<file path="config.mk">
export PLATFORM = sky130hd
export DESIGN_NAME = multichannel_stereo_downmix_top
export DESIGN_NICKNAME = d
export VERILOG_FILES = /design/src/rtl/dmx_pkg.sv /design/src/rtl/dmx_slot_sel.sv /design/src/rtl/dmx_lane.sv /design/src/rtl/multichannel_stereo_downmix_top.sv
export SDC_FILE = /design/constraint.sdc
export NUM_CORES = 1
export LEC_CHECK = 0
export BUFFER_PORTS_ARGS = -buffer_cell sky130_fd_sc_hd__buf_4
export CORE_UTILIZATION = 55
export CTS_CLUSTER_DIAMETER = 80
export DETAILED_ROUTE_END_ITERATION = 7
export PLACE_DENSITY = 0.85
export SLEW_MARGIN = 20
export SYNTH_ARGS = -nofsm -noshare
export SYNTH_HDL_FRONTEND = slang
export SYNTH_SLANG_ARGS = --single-unit
</file>
<file path="constraint.sdc">
create_clock -name clk_i -period 18.93 [get_ports clk_i]
set_clock_uncertainty 0.05 [all_clocks]
set_input_delay 3.786 -clock clk_i [delete_from_list [all_inputs] [get_ports clk_i]]
set_output_delay 3.786 -clock clk_i [all_outputs]
set_load 0.03 [all_outputs]
</file>
<file path="src/rtl/dmx_pkg.sv">
`timescale 1ns / 1ps
// ----------------------------------------------------------------------------
// dmx_pkg
// Shared types and constants for the multichannel to stereo downmix.
// ----------------------------------------------------------------------------
package dmx_pkg;

  localparam int unsigned SampleW   = 16;
  localparam int unsigned NumSlots  = 9;
  localparam int unsigned SlotIdxW  = 4;
  localparam int unsigned GainW     = 13;
  localparam int unsigned PreW      = 18;  // sum of three samples
  localparam int unsigned ProdW     = 32;  // mid sum times gain
  localparam int unsigned FullW     = 33;  // full-width fold before the shift
  localparam int unsigned ContribShift = 12;
  localparam int unsigned OutShift  = 13;
  localparam int unsigned ShiftW    = FullW - OutShift;
  localparam int unsigned AccW      = ShiftW + 1;

  localparam logic [GainW-1:0] GainReset = 13'd2896;

  localparam logic signed [AccW-1:0] SampleMax = 21'sd32767;
  localparam logic signed [AccW-1:0] SampleMin = -21'sd32768;

  typedef enum logic [2:0] {
    CFG_HAS_CENTER      = 3'd0,
    CFG_HAS_LFE         = 3'd1,
    CFG_HAS_BACK_PAIR   = 3'd2,
    CFG_HAS_BACK_CENTER = 3'd3,
    CFG_HAS_SIDE_PAIR   = 3'd4,
    CFG_ACCUMULATE_MODE = 3'd5,
    CFG_CENTER_GAIN     = 3'd6
  } dmx_cfg_idx_e;

  // channel presence flags
  typedef struct packed {
    logic has_center;
    logic has_lfe;
    logic has_back_pair;
    logic has_back_center;
    logic has_side_pair;
  } dmx_layout_t;

  // per-side partial sums and the shared mid sum
  typedef struct packed {
    logic signed [PreW-1:0] lt_pre;
    logic signed [PreW-1:0] rt_pre;
    logic signed [PreW-1:0] mid;
  } dmx_sel_t;

endpackage

</file>
<file path="src/rtl/dmx_slot_sel.sv">
`timescale 1ns / 1ps
// ----------------------------------------------------------------------------
// dmx_slot_sel
// Maps the packed frame slots to channels and forms the left, right and
// mid partial sums.
// ----------------------------------------------------------------------------
module dmx_slot_sel
  import dmx_pkg::*;
(
  input  dmx_layout_t                layout_i,
  input  logic signed [SampleW-1:0]  slot_i [NumSlots],
  output dmx_sel_t                   sel_o
);

  logic [SlotIdxW-1:0] pos_fc, pos_lfe, pos_bl, pos_br, pos_bc, pos_sl, pos_sr;
  logic signed [PreW-1:0] fc, lfe, bc, bl, br, sl, sr;

  // slot positions follow the channel order FL FR FC LFE BL BR BC SL SR
  always_comb begin
    pos_fc  = layout_i.has_center      ? 4'd2          : 4'd1;
    pos_lfe = layout_i.has_lfe         ? pos_fc + 4'd1 : pos_fc;
    pos_bl  = layout_i.has_back_pair   ? pos_lfe + 4'd1 : pos_lfe;
    pos_br  = layout_i.has_back_pair   ? pos_bl + 4'd1 : pos_bl;
    pos_bc  = layout_i.has_back_center ? pos_br + 4'd1 : pos_br;
    pos_sl  = layout_i.has_side_pair   ? pos_bc + 4'd1 : pos_bc;
    pos_sr  = layout_i.has_side_pair   ? pos_sl + 4'd1 : pos_sl;
  end

  always_comb begin
    fc  = layout_i.has_center      ? PreW'(slot_i[pos_fc])  : '0;
    lfe = layout_i.has_lfe         ? PreW'(slot_i[pos_lfe]) : '0;
    bc  = layout_i.has_back_center ? PreW'(slot_i[pos_bc])  : '0;
    bl  = layout_i.has_back_pair   ? PreW'(slot_i[pos_bl])  : '0;
    br  = layout_i.has_back_pair   ? PreW'(slot_i[pos_br])  : '0;
    sl  = layout_i.has_side_pair   ? PreW'(slot_i[pos_sl])  : '0;
    sr  = layout_i.has_side_pair   ? PreW'(slot_i[pos_sr])  : '0;

    sel_o.lt_pre = PreW'(slot_i[0]) + sl + bl;
    sel_o.rt_pre = PreW'(slot_i[1]) + sr + br;
    sel_o.mid    = fc + lfe + bc;
  end

endmodule

</file>
<file path="src/rtl/dmx_lane.sv">
`timescale 1ns / 1ps
// ----------------------------------------------------------------------------
// dmx_lane
// One output side: adds the scaled mid term, shifts down, optionally adds
// the previous output sample and saturates to 16 bits.
// ----------------------------------------------------------------------------
module dmx_lane
  import dmx_pkg::*;
(
  input  logic signed [PreW-1:0]    pre_i,
  input  logic signed [ProdW-1:0]   prod_i,
  input  logic signed [SampleW-1:0] prev_i,
  input  logic                      acc_i,
  output logic signed [SampleW-1:0] sample_o
);

  logic signed [FullW-1:0]  full;
  logic signed [ShiftW-1:0] shifted;
  logic signed [AccW-1:0]   acc_sum;

  always_comb begin
    full    = (FullW'(pre_i) <<< ContribShift) + FullW'(prod_i);
    // dropping the low bits of a two's complement value floors it
    shifted = full[FullW-1:OutShift];
    acc_sum = AccW'(shifted) + (acc_i ? AccW'(prev_i) : '0);
    if (acc_sum > SampleMax) begin
      sample_o = SampleMax[SampleW-1:0];
    end else if (acc_sum < SampleMin) begin
      sample_o = SampleMin[SampleW-1:0];
    end else begin
      sample_o = acc_sum[SampleW-1:0];
    end
  end

endmodule

</file>
<file path="src/rtl/multichannel_stereo_downmix_top.sv">
`timescale 1ns / 1ps
// ----------------------------------------------------------------------------
// multichannel_stereo_downmix_top
// Folds one packed multichannel frame per word to a saturated stereo pair.
// ----------------------------------------------------------------------------
// Takes one frame per clock while the output is not stalled and gives one
// stereo word per frame, in order. A frame passes through a slot select
// and partial sum stage, a gain multiply stage, and the left/right fold lanes
// feeding the output register. Each stage holds its word under output
// back-pressure, so up to three frames are in flight and in_ready_o drops
// only when all stages are full and the output is stalled. Configuration
// must be written through cfg_we_i/cfg_idx_i/cfg_wdata_i only while no frame
// is in flight; the block itself does not enforce this.
module multichannel_stereo_downmix_top
  import dmx_pkg::*;
(
  input  logic                      clk_i,
  input  logic                      rst_ni,

  input  logic                      cfg_we_i,
  input  logic [2:0]                cfg_idx_i,
  input  logic [GainW-1:0]          cfg_wdata_i,

  input  logic                      in_valid_i,
  output logic                      in_ready_o,
  input  logic signed [SampleW-1:0] slot0_i,
  input  logic signed [SampleW-1:0] slot1_i,
  input  logic signed [SampleW-1:0] slot2_i,
  input  logic signed [SampleW-1:0] slot3_i,
  input  logic signed [SampleW-1:0] slot4_i,
  input  logic signed [SampleW-1:0] slot5_i,
  input  logic signed [SampleW-1:0] slot6_i,
  input  logic signed [SampleW-1:0] slot7_i,
  input  logic signed [SampleW-1:0] slot8_i,
  input  logic signed [SampleW-1:0] prev_left_i,
  input  logic signed [SampleW-1:0] prev_right_i,
  input  logic                      last_frame_i,

  output logic                      out_valid_o,
  input  logic                      out_ready_i,
  output logic signed [SampleW-1:0] left_out_o,
  output logic signed [SampleW-1:0] right_out_o,
  output logic                      last_out_o
);

  // configuration registers
  dmx_layout_t      layout_q;
  logic             acc_mode_q;
  logic [GainW-1:0] gain_q;

  always_ff @(posedge clk_i or negedge rst_ni) begin
    if (!rst_ni) begin
      layout_q   <= '0;
      acc_mode_q <= 1'b0;
      gain_q     <= GainReset;
    end else if (cfg_we_i) begin
      unique case (cfg_idx_i)
        CFG_HAS_CENTER:      layout_q.has_center      <= cfg_wdata_i[0];
        CFG_HAS_LFE:         layout_q.has_lfe         <= cfg_wdata_i[0];
        CFG_HAS_BACK_PAIR:   layout_q.has_back_pair   <= cfg_wdata_i[0];
        CFG_HAS_BACK_CENTER: layout_q.has_back_center <= cfg_wdata_i[0];
        CFG_HAS_SIDE_PAIR:   layout_q.has_side_pair   <= cfg_wdata_i[0];
        CFG_ACCUMULATE_MODE: acc_mode_q               <= cfg_wdata_i[0];
        CFG_CENTER_GAIN:     gain_q                   <= cfg_wdata_i;
        default: ;
      endcase
    end
  end

  // stage advance chain, each stage moves when its successor can take it
  logic sel_valid_q, mul_valid_q, out_valid_q;
  logic sel_en, mul_en, out_en;

  assign out_en     = !out_valid_q || out_ready_i;
  assign mul_en     = !mul_valid_q || out_en;
  assign sel_en     = !sel_valid_q || mul_en;
  assign in_ready_o = sel_en;

  // stage 1: slot select and partial sums
  logic signed [SampleW-1:0] slots [NumSlots];
  dmx_sel_t sel_d, sel_q;

  assign slots[0] = slot0_i;
  assign slots[1] = slot1_i;
  assign slots[2] = slot2_i;
  assign slots[3] = slot3_i;
  assign slots[4] = slot4_i;
  assign slots[5] = slot5_i;
  assign slots[6] = slot6_i;
  assign slots[7] = slot7_i;
  assign slots[8] = slot8_i;

  dmx_slot_sel u_slot_sel (
    .layout_i (layout_q),
    .slot_i   (slots),
    .sel_o    (sel_d)
  );

  logic signed [SampleW-1:0] sel_prev_l_q, sel_prev_r_q;
  logic                      sel_last_q;

  // stage 2: mid sum times gain
  logic signed [GainW:0]     gain_s;
  logic signed [ProdW-1:0]   prod_d, prod_q;
  logic signed [PreW-1:0]    mul_lt_q, mul_rt_q;
  logic signed [SampleW-1:0] mul_prev_l_q, mul_prev_r_q;
  logic                      mul_last_q;

  assign gain_s = {1'b0, gain_q};
  assign prod_d = sel_q.mid * gain_s;

  // stage 3: left and right lanes into the output register
  logic signed [SampleW-1:0] left_d, right_d, left_q, right_q;
  logic                      last_q;

  dmx_lane u_lane_left (
    .pre_i    (mul_lt_q),
    .prod_i   (prod_q),
    .prev_i   (mul_prev_l_q),
    .acc_i    (acc_mode_q),
    .sample_o (left_d)
  );

  dmx_lane u_lane_right (
    .pre_i    (mul_rt_q),
    .prod_i   (prod_q),
    .prev_i   (mul_prev_r_q),
    .acc_i    (acc_mode_q),
    .sample_o (right_d)
  );

  always_ff @(posedge clk_i or negedge rst_ni) begin
    if (!rst_ni) begin
      sel_valid_q <= 1'b0;
      mul_valid_q <= 1'b0;
      out_valid_q <= 1'b0;
    end else begin
      if (sel_en) begin
        sel_valid_q <= in_valid_i;
      end
      if (mul_en) begin
        mul_valid_q <= sel_valid_q;
      end
      if (out_en) begin
        out_valid_q <= mul_valid_q;
      end
    end
  end

  always_ff @(posedge clk_i) begin
    if (sel_en && in_valid_i) begin
      sel_q        <= sel_d;
      sel_prev_l_q <= prev_left_i;
      sel_prev_r_q <= prev_right_i;
      sel_last_q   <= last_frame_i;
    end
    if (mul_en && sel_valid_q) begin
      prod_q       <= prod_d;
      mul_lt_q     <= sel_q.lt_pre;
      mul_rt_q     <= sel_q.rt_pre;
      mul_prev_l_q <= sel_prev_l_q;
      mul_prev_r_q <= sel_prev_r_q;
      mul_last_q   <= sel_last_q;
    end
    if (out_en && mul_valid_q) begin
      left_q  <= left_d;
      right_q <= right_d;
      last_q  <= mul_last_q;
    end
  end

  assign out_valid_o = out_valid_q;
  assign left_out_o  = left_q;
  assign right_out_o = right_q;
  assign last_out_o  = last_q;

`ifndef SYNTH
  // input stalls only when every stage is full and the output is held
  assert property (@(posedge clk_i) disable iff (!rst_ni)
    !in_ready_o |-> (sel_valid_q && mul_valid_q && out_valid_o && !out_ready_i))
    else $error("input stalled with room in the pipeline");

  // an output word leaves only when taken
  assert property (@(posedge clk_i) disable iff (!rst_ni)
    $fell(out_valid_o) |-> $past(out_ready_i))
    else $error("output word dropped without handshake");

  // a word in the multiply stage reaches the output once it is free
  assert property (@(posedge clk_i) disable iff (!rst_ni)
    (mul_valid_q && out_en) |=> out_valid_o)
    else $error("word lost between multiply stage and output");
`endif

endmodule
</file>
==> flow_summary.yaml, run 1 <==
outcome:
  status: "finished, final reports clean"
min_path:
  hold_class: "flip-flop to flip-flop"
layout:
  register_area_sq_mm: 0.006833
  final_common_cell: "inv_1"
  nets: 3529
  multiInputGateArea_sq_mm: 0.01965
  area_growth_pct: 11.82
  nFillCells: 3860
  mostFrequentLayoutCells: "inv_1 (376), fa_1 (278), nand2_1 (277)"
  antenna_cells: 0
  layout-drive-gt1-share_pct: 18.43
synthesis:
  synthesis.area_sq_mm: 0.02826
  seq_area_frac_synth_pct: 24.18
  synth_nets: 3358
  ys_async_sr_fraction_pct: 9.524
  syn_area_per_cell_sq_um: 10.58
  synth_ff_type: "edfxtp_1"
  postSynthCellCount: 2670
  ys_seq_elements: 231
  synth_edf_count: 209
  ys_types: 80
  synth_warnings: 0
timing:
  worst_slew_pin_slew_ps: 1017
  fin_crit_ps: 9298
  setup_viol: 0
  fmaxAchievable_mhz: 107.6
  post-route-period-util_pct: 49.12
  drv_slew: 0
  slew_headroom_pct: 31.68
  tns_ps: 0
  grt_setup_unrepaired: "false"
  report.final.hold_viol_count: 0
worst_setup_path:
  crit_path_max_incr_delay_ps: 880
  path_max_fanout: 47
  critPathLaunchType: "flip-flop"
  crit_path_frequent_cell: "ha_1"
  cp.arrival_ps: 9640
  critPathTopFamily: "compound AO/OA/AOI/OAI gates"
  required_ps: 19270
  worstSetupPathType: "flip-flop to flip-flop"
  slowest_stage: "dfrtp_1"
  crit_buf_inv: 6
  worst_setup_path_end_kind: "flip-flop"
clocking:
  root_buffer: "clkbuf_16"
  cts.clk_slew.worst_paths_ps: 60
  numCtsBuffers: 26
  cts_resized: 0
  cts.sinks: 231
  cts_hold_buf: 0
  cts_setup_buffers: 0
  htree_levels: 1
  cts_buffer_depth: 3
  cts_tree: "done"
  clk_latency_ps: 570
floorplan:
  die_area_sq_mm: 0.05229
  core_area_sq_mm: 0.05038
  die_w_um: 228.7
  io_pins: 233
  fp-row-count: 82
  start_util_pct: 56.10
  die_y_um: 228.7
global_route:
  grt_usage_pct: 32.51
  grt_pass1_vias: 23231
  grt_first_pass_wirelength_mm: 130.9
  grt_max_degree: 58
  antenna_found_initial: 2
  grt.overflow.total: 0
placement:
  gp_congestion: 0.9944
  dp_hpwl_mm: 65.17
  port_buffers: 232
run:
  drv_cap: 0
route:
  vias_per_cell: 6.183
  wl_per_cell_um: 23.62
  vias: 21837
  drtIter0Drc: 2055
  ant_nets: 0
  routed_wl_mm: 83.43
  dr.pass1.iters: 5
  drc_errors: 0
-- cell type report --
type / count / share of cell area (%)
Clock inverter: 19 / 0.8434
Multi-Input combinational cell: 1946 / 62.18
Inverter: 379 / 4.502
Tap cell: 672 / 2.661
Timing Repair Buffer: 257 / 6.105
Sequential cell: 231 / 21.62
Clock buffer: 28 / 2.083
-- routing by layer --
| layer | GRT usage [%] | up-vias | routed length, um | share of wire [%] |
|---|---|---|---|---|
| met4 | 12.35 | 0 | 3455 | 4.1 |
| met3 | 4.815 | 203 | 6868 | 8.2 |
| met1 | 42.70 | 10924 | 33000 | 40 |
| met5 | 0 | - | 0 | 0 |
| met2 | 54.55 | 1136 | 40110 | 48 |
| li1 | - | 9574 | - | - |
-- final timing paths --
path / from / end / slack [ps] / cells past startpoint
min in group asynchronous: rst_ni / mul_valid_q$_DFFE_PN0P_ / 3100 / 1
setup reg to reg: layout_q[3]$_DFFE_PN0P_ / sel_q[35]$_DFFE_PP_ / 9630 / 32
max in group asynchronous: rst_ni / gain_q[4]$_DFFE_PN1P_ / 15410 / 1
hold reg to reg: sel_q[23]$_DFFE_PP_ / mul_rt_q[5]$_DFFE_PP_ / 360 / 0
setup / recovery: layout_q[3]$_DFFE_PN0P_ / sel_q[35]$_DFFE_PP_ / 9630 / 32
hold / removal: sel_q[23]$_DFFE_PP_ / mul_rt_q[5]$_DFFE_PP_ / 360 / 0
-- Yosys cell counts (4+ instances only) --
cell	instances	area (sq um)
mux2_2	34	382.9
mux4_2	134	3018
xor2_1	36	315.3
o21a_1	10	75.07
buf_1	9	33.78
nand4_1	12	75.07
inv_1	376	1411
a21oi_1	108	540.5
and3_1	12	75.07
o211ai_1	18	135.1
clkbuf_1	88	330.3
or3_1	10	62.56
nand2_1	277	1040
dfrtp_1	17	425.4
o31ai_1	4	30.03
and2_1	154	963.4
a31o_2	7	61.31
a211o_1	5	43.79
buf_2	14	70.07
dfstp_2	5	131.4
nand2b_1	19	118.9
mux2i_1	61	610.6
nor2_1	76	285.3
edfxtp_1	209	6276
xnor2_1	97	849.6
nor3_1	26	130.1
a21o_1	50	375.4
o21bai_1	14	105.1
o21ai_0	68	340.3
a211oi_1	20	150.1
o21ai_1	12	60.06
nor3b_1	15	112.6
nor2b_1	29	181.4
a21boi_0	6	45.04
o22ai_1	17	106.4
ha_1	211	2640
nand3_1	31	155.2
o21ai_2	8	70.07
o2111ai_1	4	35.03
or2_2	4	25.02
a311oi_1	6	52.55
a31oi_1	19	118.9
fa_1	279	5585
-- flip-flops by register name, indices dropped and copies added, names as in the netlist, 5 cells and up --
name          cells
left_out_o       16
right_out_o      16
mul_prev_r_q     16
sel_prev_r_q     16
mul_prev_l_q     16
gain_q           13
sel_prev_l_q     16
mul_rt_q         18
prod_q           20
mul_lt_q         18
layout_q          5
sel_q            54
-- metrics by stage --
stage                     instance area [sq um]  hold WS, ps  util, %  setup WS, ps  instances
after floorplan                           28260        350.3        -          9353       2670
after global placement                    30670        353.3    60.88         10120       3485
after detailed placement                  30670        354.5    60.88          9770       3485
after CTS                                 31590        353.0    62.72          9657       3532
after global routing                      31600        346.9    62.73          9151       3532
final                                     31600        355.9    62.73          9632       3532
-- logic make-up after synthesis --
family | after synthesis | share of synthesized area [%]
AND/OR/NAND/NOR | 679 | 11.83
buffers and inverters | 493 | 6.677
adder cells (fa/ha/maj) | 490 | 29.11
AO/OA/AOI/OAI | 412 | 9.723
flip-flops | 231 | 24.18
multiplexers | 229 | 14.19
XOR/XNOR | 136 | 4.295
Power of run 1 is not shown: default switching activity piles up to over one toggle a cycle in this logic, so the estimate is an artifact.
==> inputs of run 2 (changes only) <==
Settings changed: ABC_AREA set to 1, PLACE_DENSITY 0.85 to 0.88.
Clock period 18.93 ns to 8.4 ns, I/O delays scaled along.
==> run 2 against run 1 <==
Compared with the run above:
- critical path type unchanged
- worst setup slack worse by 9100 ps
- synthesized cell count up 56%
- synthesized area rose by 8.5%
- global-route usage grew 7.3 points
- highest routed layer is now met5
- critical endpoint is now sel_q[31]$_DFFE_PP_
- first-iteration DRC count up 49%
- cell count increased by 43%
- core utilization decreased by 1.3 points
- die area rose by 8.4%
- non-clock buffer count did not move
- fmax rose by 18%
- via count increased by 34%
- register-to-register slack worse by 9100 ps
==> flow_summary.yaml, run 2 <==
outcome:
  status: "finished, final reports clean"
synthesis:
  postSynthCellCount: 4172
  seq_area_frac_synth_pct: 22.29
  synth_nets: 4860
  ys_types: 47
  ys_seq_elements: 231
  ys_async_sr_fraction_pct: 9.524
  synth_largest_area_cell: "edfxtp_1"
  syn_area_per_cell_sq_um: 7.348
  synth_edf_count: 209
  synth_warnings: 0
  yosys-top-cells-count: "nand2_1 (1051), inv_1 (772), o21ai_0 (366)"
  synthTopCellsByArea: "edfxtp_1 (20%), fa_1 (18%), nand2_1 (13%)"
  synth.most_common_cell: "nand2_1"
  synth_top_cell_area_share_pct: 20.47
  synth_ff_type: "edfxtp_1"
  synthesis.area_sq_mm: 0.03066
clocking:
  cts_resized: 0
  cts_setup_buffers: 0
  htree_levels: 1
  clk_latency_ps: 570
  numCtsBuffers: 26
  root_buffer: "clkbuf_16"
  cts_hold_buf: 0
  cts.sinks: 231
  cts.clk_slew.worst_paths_ps: 60
  cts_buffer_depth: 3
  cts_tree: "done"
timing:
  tns_ps: 0
  drv_slew: 0
  slew_headroom_pct: 14.48
  report.final.hold_viol_count: 0
  worst_slew_pin_slew_ps: 1269
  post-route-period-util_pct: 93.89
  grt_setup_unrepaired: "false"
  setup_viol: 0
  fmaxAchievable_mhz: 126.8
  setup_slack_ps: 513.3
  fin_crit_ps: 7887
worst_setup_path:
  worstSetupPathType: "flip-flop to flip-flop"
  critPathLaunchType: "flip-flop"
  crit_path_frequent_cell: "ha_1"
  crit_path_max_incr_delay_ps: 740
  worst_setup_path_end_kind: "flip-flop"
  path_max_fanout: 42
  required_ps: 8640
  cp.arrival_ps: 8130
  slowest_stage: "dfrtp_1"
min_path:
  hold_class: "flip-flop to flip-flop"
route:
  routed_wl_mm: 112.3
  vias: 29158
  vias_per_cell: 5.767
  drtIter0Drc: 3061
  ant_nets: 0
  wl_per_cell_um: 22.22
  drc_errors: 0
  dr.pass1.iters: 8
global_route:
  grt_usage_pct: 39.82
  grt.overflow.total: 0
  antenna_found_initial: 2
  grt_max_degree: 77
  grt_first_pass_wirelength_mm: 169.5
  grt_pass1_vias: 28962
floorplan:
  core_area_sq_mm: 0.05509
  io_pins: 233
  start_util_pct: 55.64
  die_y_um: 238.1
  die_area_sq_mm: 0.05669
  fp-row-count: 86
  die_w_um: 238.1
placement:
  dp_hpwl_mm: 90.50
  gp_congestion: 1.092
  pre_cts_ws_ps: 653.5
  port_buffers: 232
  place_area_sq_mm: 0.03288
run:
  drv_cap: 0
layout:
  final_common_cell: "nand2_1"
  largest_reg_flops: 54
  regMostFlops: "sel_q"
  mostFrequentLayoutCells: "nand2_1 (1049), inv_1 (770), o21ai_0 (363)"
  area_growth_pct: 10.37
  layout-drive-gt1-share_pct: 8.565
  postLayoutCellArea_sq_mm: 0.03384
  postLayoutCoreUtil_pct: 61.41
  nets: 4976
  top_regs: "sel_q x54, prod_q x20"
  antenna_cells: 0
==> run 2: cell count changes in the layout (fill, tap and decap cells not counted), sizes merged, moves of 61 or more <==
cell and delta:
inv +409, nand3 +88, nand2 +779, a21oi +235
mux4 -134, nor2 +146, and2 -152, mux2i -61
o21ai +300
==> run 2: critical path, delay by kind of cell (launching register included) <==
| family | cells | cell delay, ps |
|---|---|---|
| AOI/OAI and AO/OA | 7 | 1060 |
| and+or+nand+nor | 12 | 2270 |
| xor gates and xnor gates | 1 | 80 |
| DFF | 1 | 740 |
| buffers and inverters | 6 | 1440 |
| adders and majority gates | 6 | 1940 |
==> run 2: worst paths after layout <==
path | from | endpoint | slack [ps] | depth (start not counted)
max | layout_q[4]$_DFFE_PN0P_ | sel_q[31]$_DFFE_PP_ | 510 | 32
min | sel_prev_l_q[2]$_DFFE_PP_ | mul_prev_l_q[2]$_DFFE_PP_ | 350 | 0
max reg2reg | layout_q[4]$_DFFE_PN0P_ | sel_q[31]$_DFFE_PP_ | 510 | 32
min reg2reg | sel_prev_l_q[2]$_DFFE_PP_ | mul_prev_l_q[2]$_DFFE_PP_ | 350 | 0
max in group asynchronous | rst_ni | gain_q[9]$_DFFE_PN1P_ | 6990 | 1
min in group asynchronous | rst_ni | gain_q[3]$_DFFE_PN0P_ | 1000 | 1
==> run 2: per-stage QoR <==
| stage | cells | hold slack, ps |
|---|---|---|
| finish | 5056 | 348.8 |
| global route | 5056 | 355.3 |
| CTS | 5055 | 340.0 |
| detailed placement | 5007 | 354.5 |
| global placement | 5007 | 350.5 |
| floorplan | 4172 | 350.3 |
==> run 2: area by class of cell <==
cell class              count  area [sq um]
fillers                  4854         21260
clock buffers              30         729.5
repair buffers            257          1929
well taps                 748         935.9
flip-flops and latches    231          6833
clock inverters            18         212.7
multi-input cells        2984         20230
inverters                 788          2963
==> run 2: layer usage <==
layer  vias to the layer above  track usage, %  wire, um
li1                      13531               -         -
met2                      1606           64.59     50710
met4                         2           27.37      8996
met1                     13603           48.77     42430
met5                         -               0        13
met3                       416           6.513     10170
==> run 2: cells by family (layout without fill, tap and decap cells) <==
logic type,count (synthesis),in the layout,share of synthesized area [%]
fa+ha+maj,490,490,26.83
simple gates,1481,1481,19.33
compound gates,865,865,15.28
xor+xnor,136,136,3.959
flops,231,231,22.29
buf+inv,957,1093,11.87
mux,12,12,0.4408
Power of run 2 is left out for the same reason.
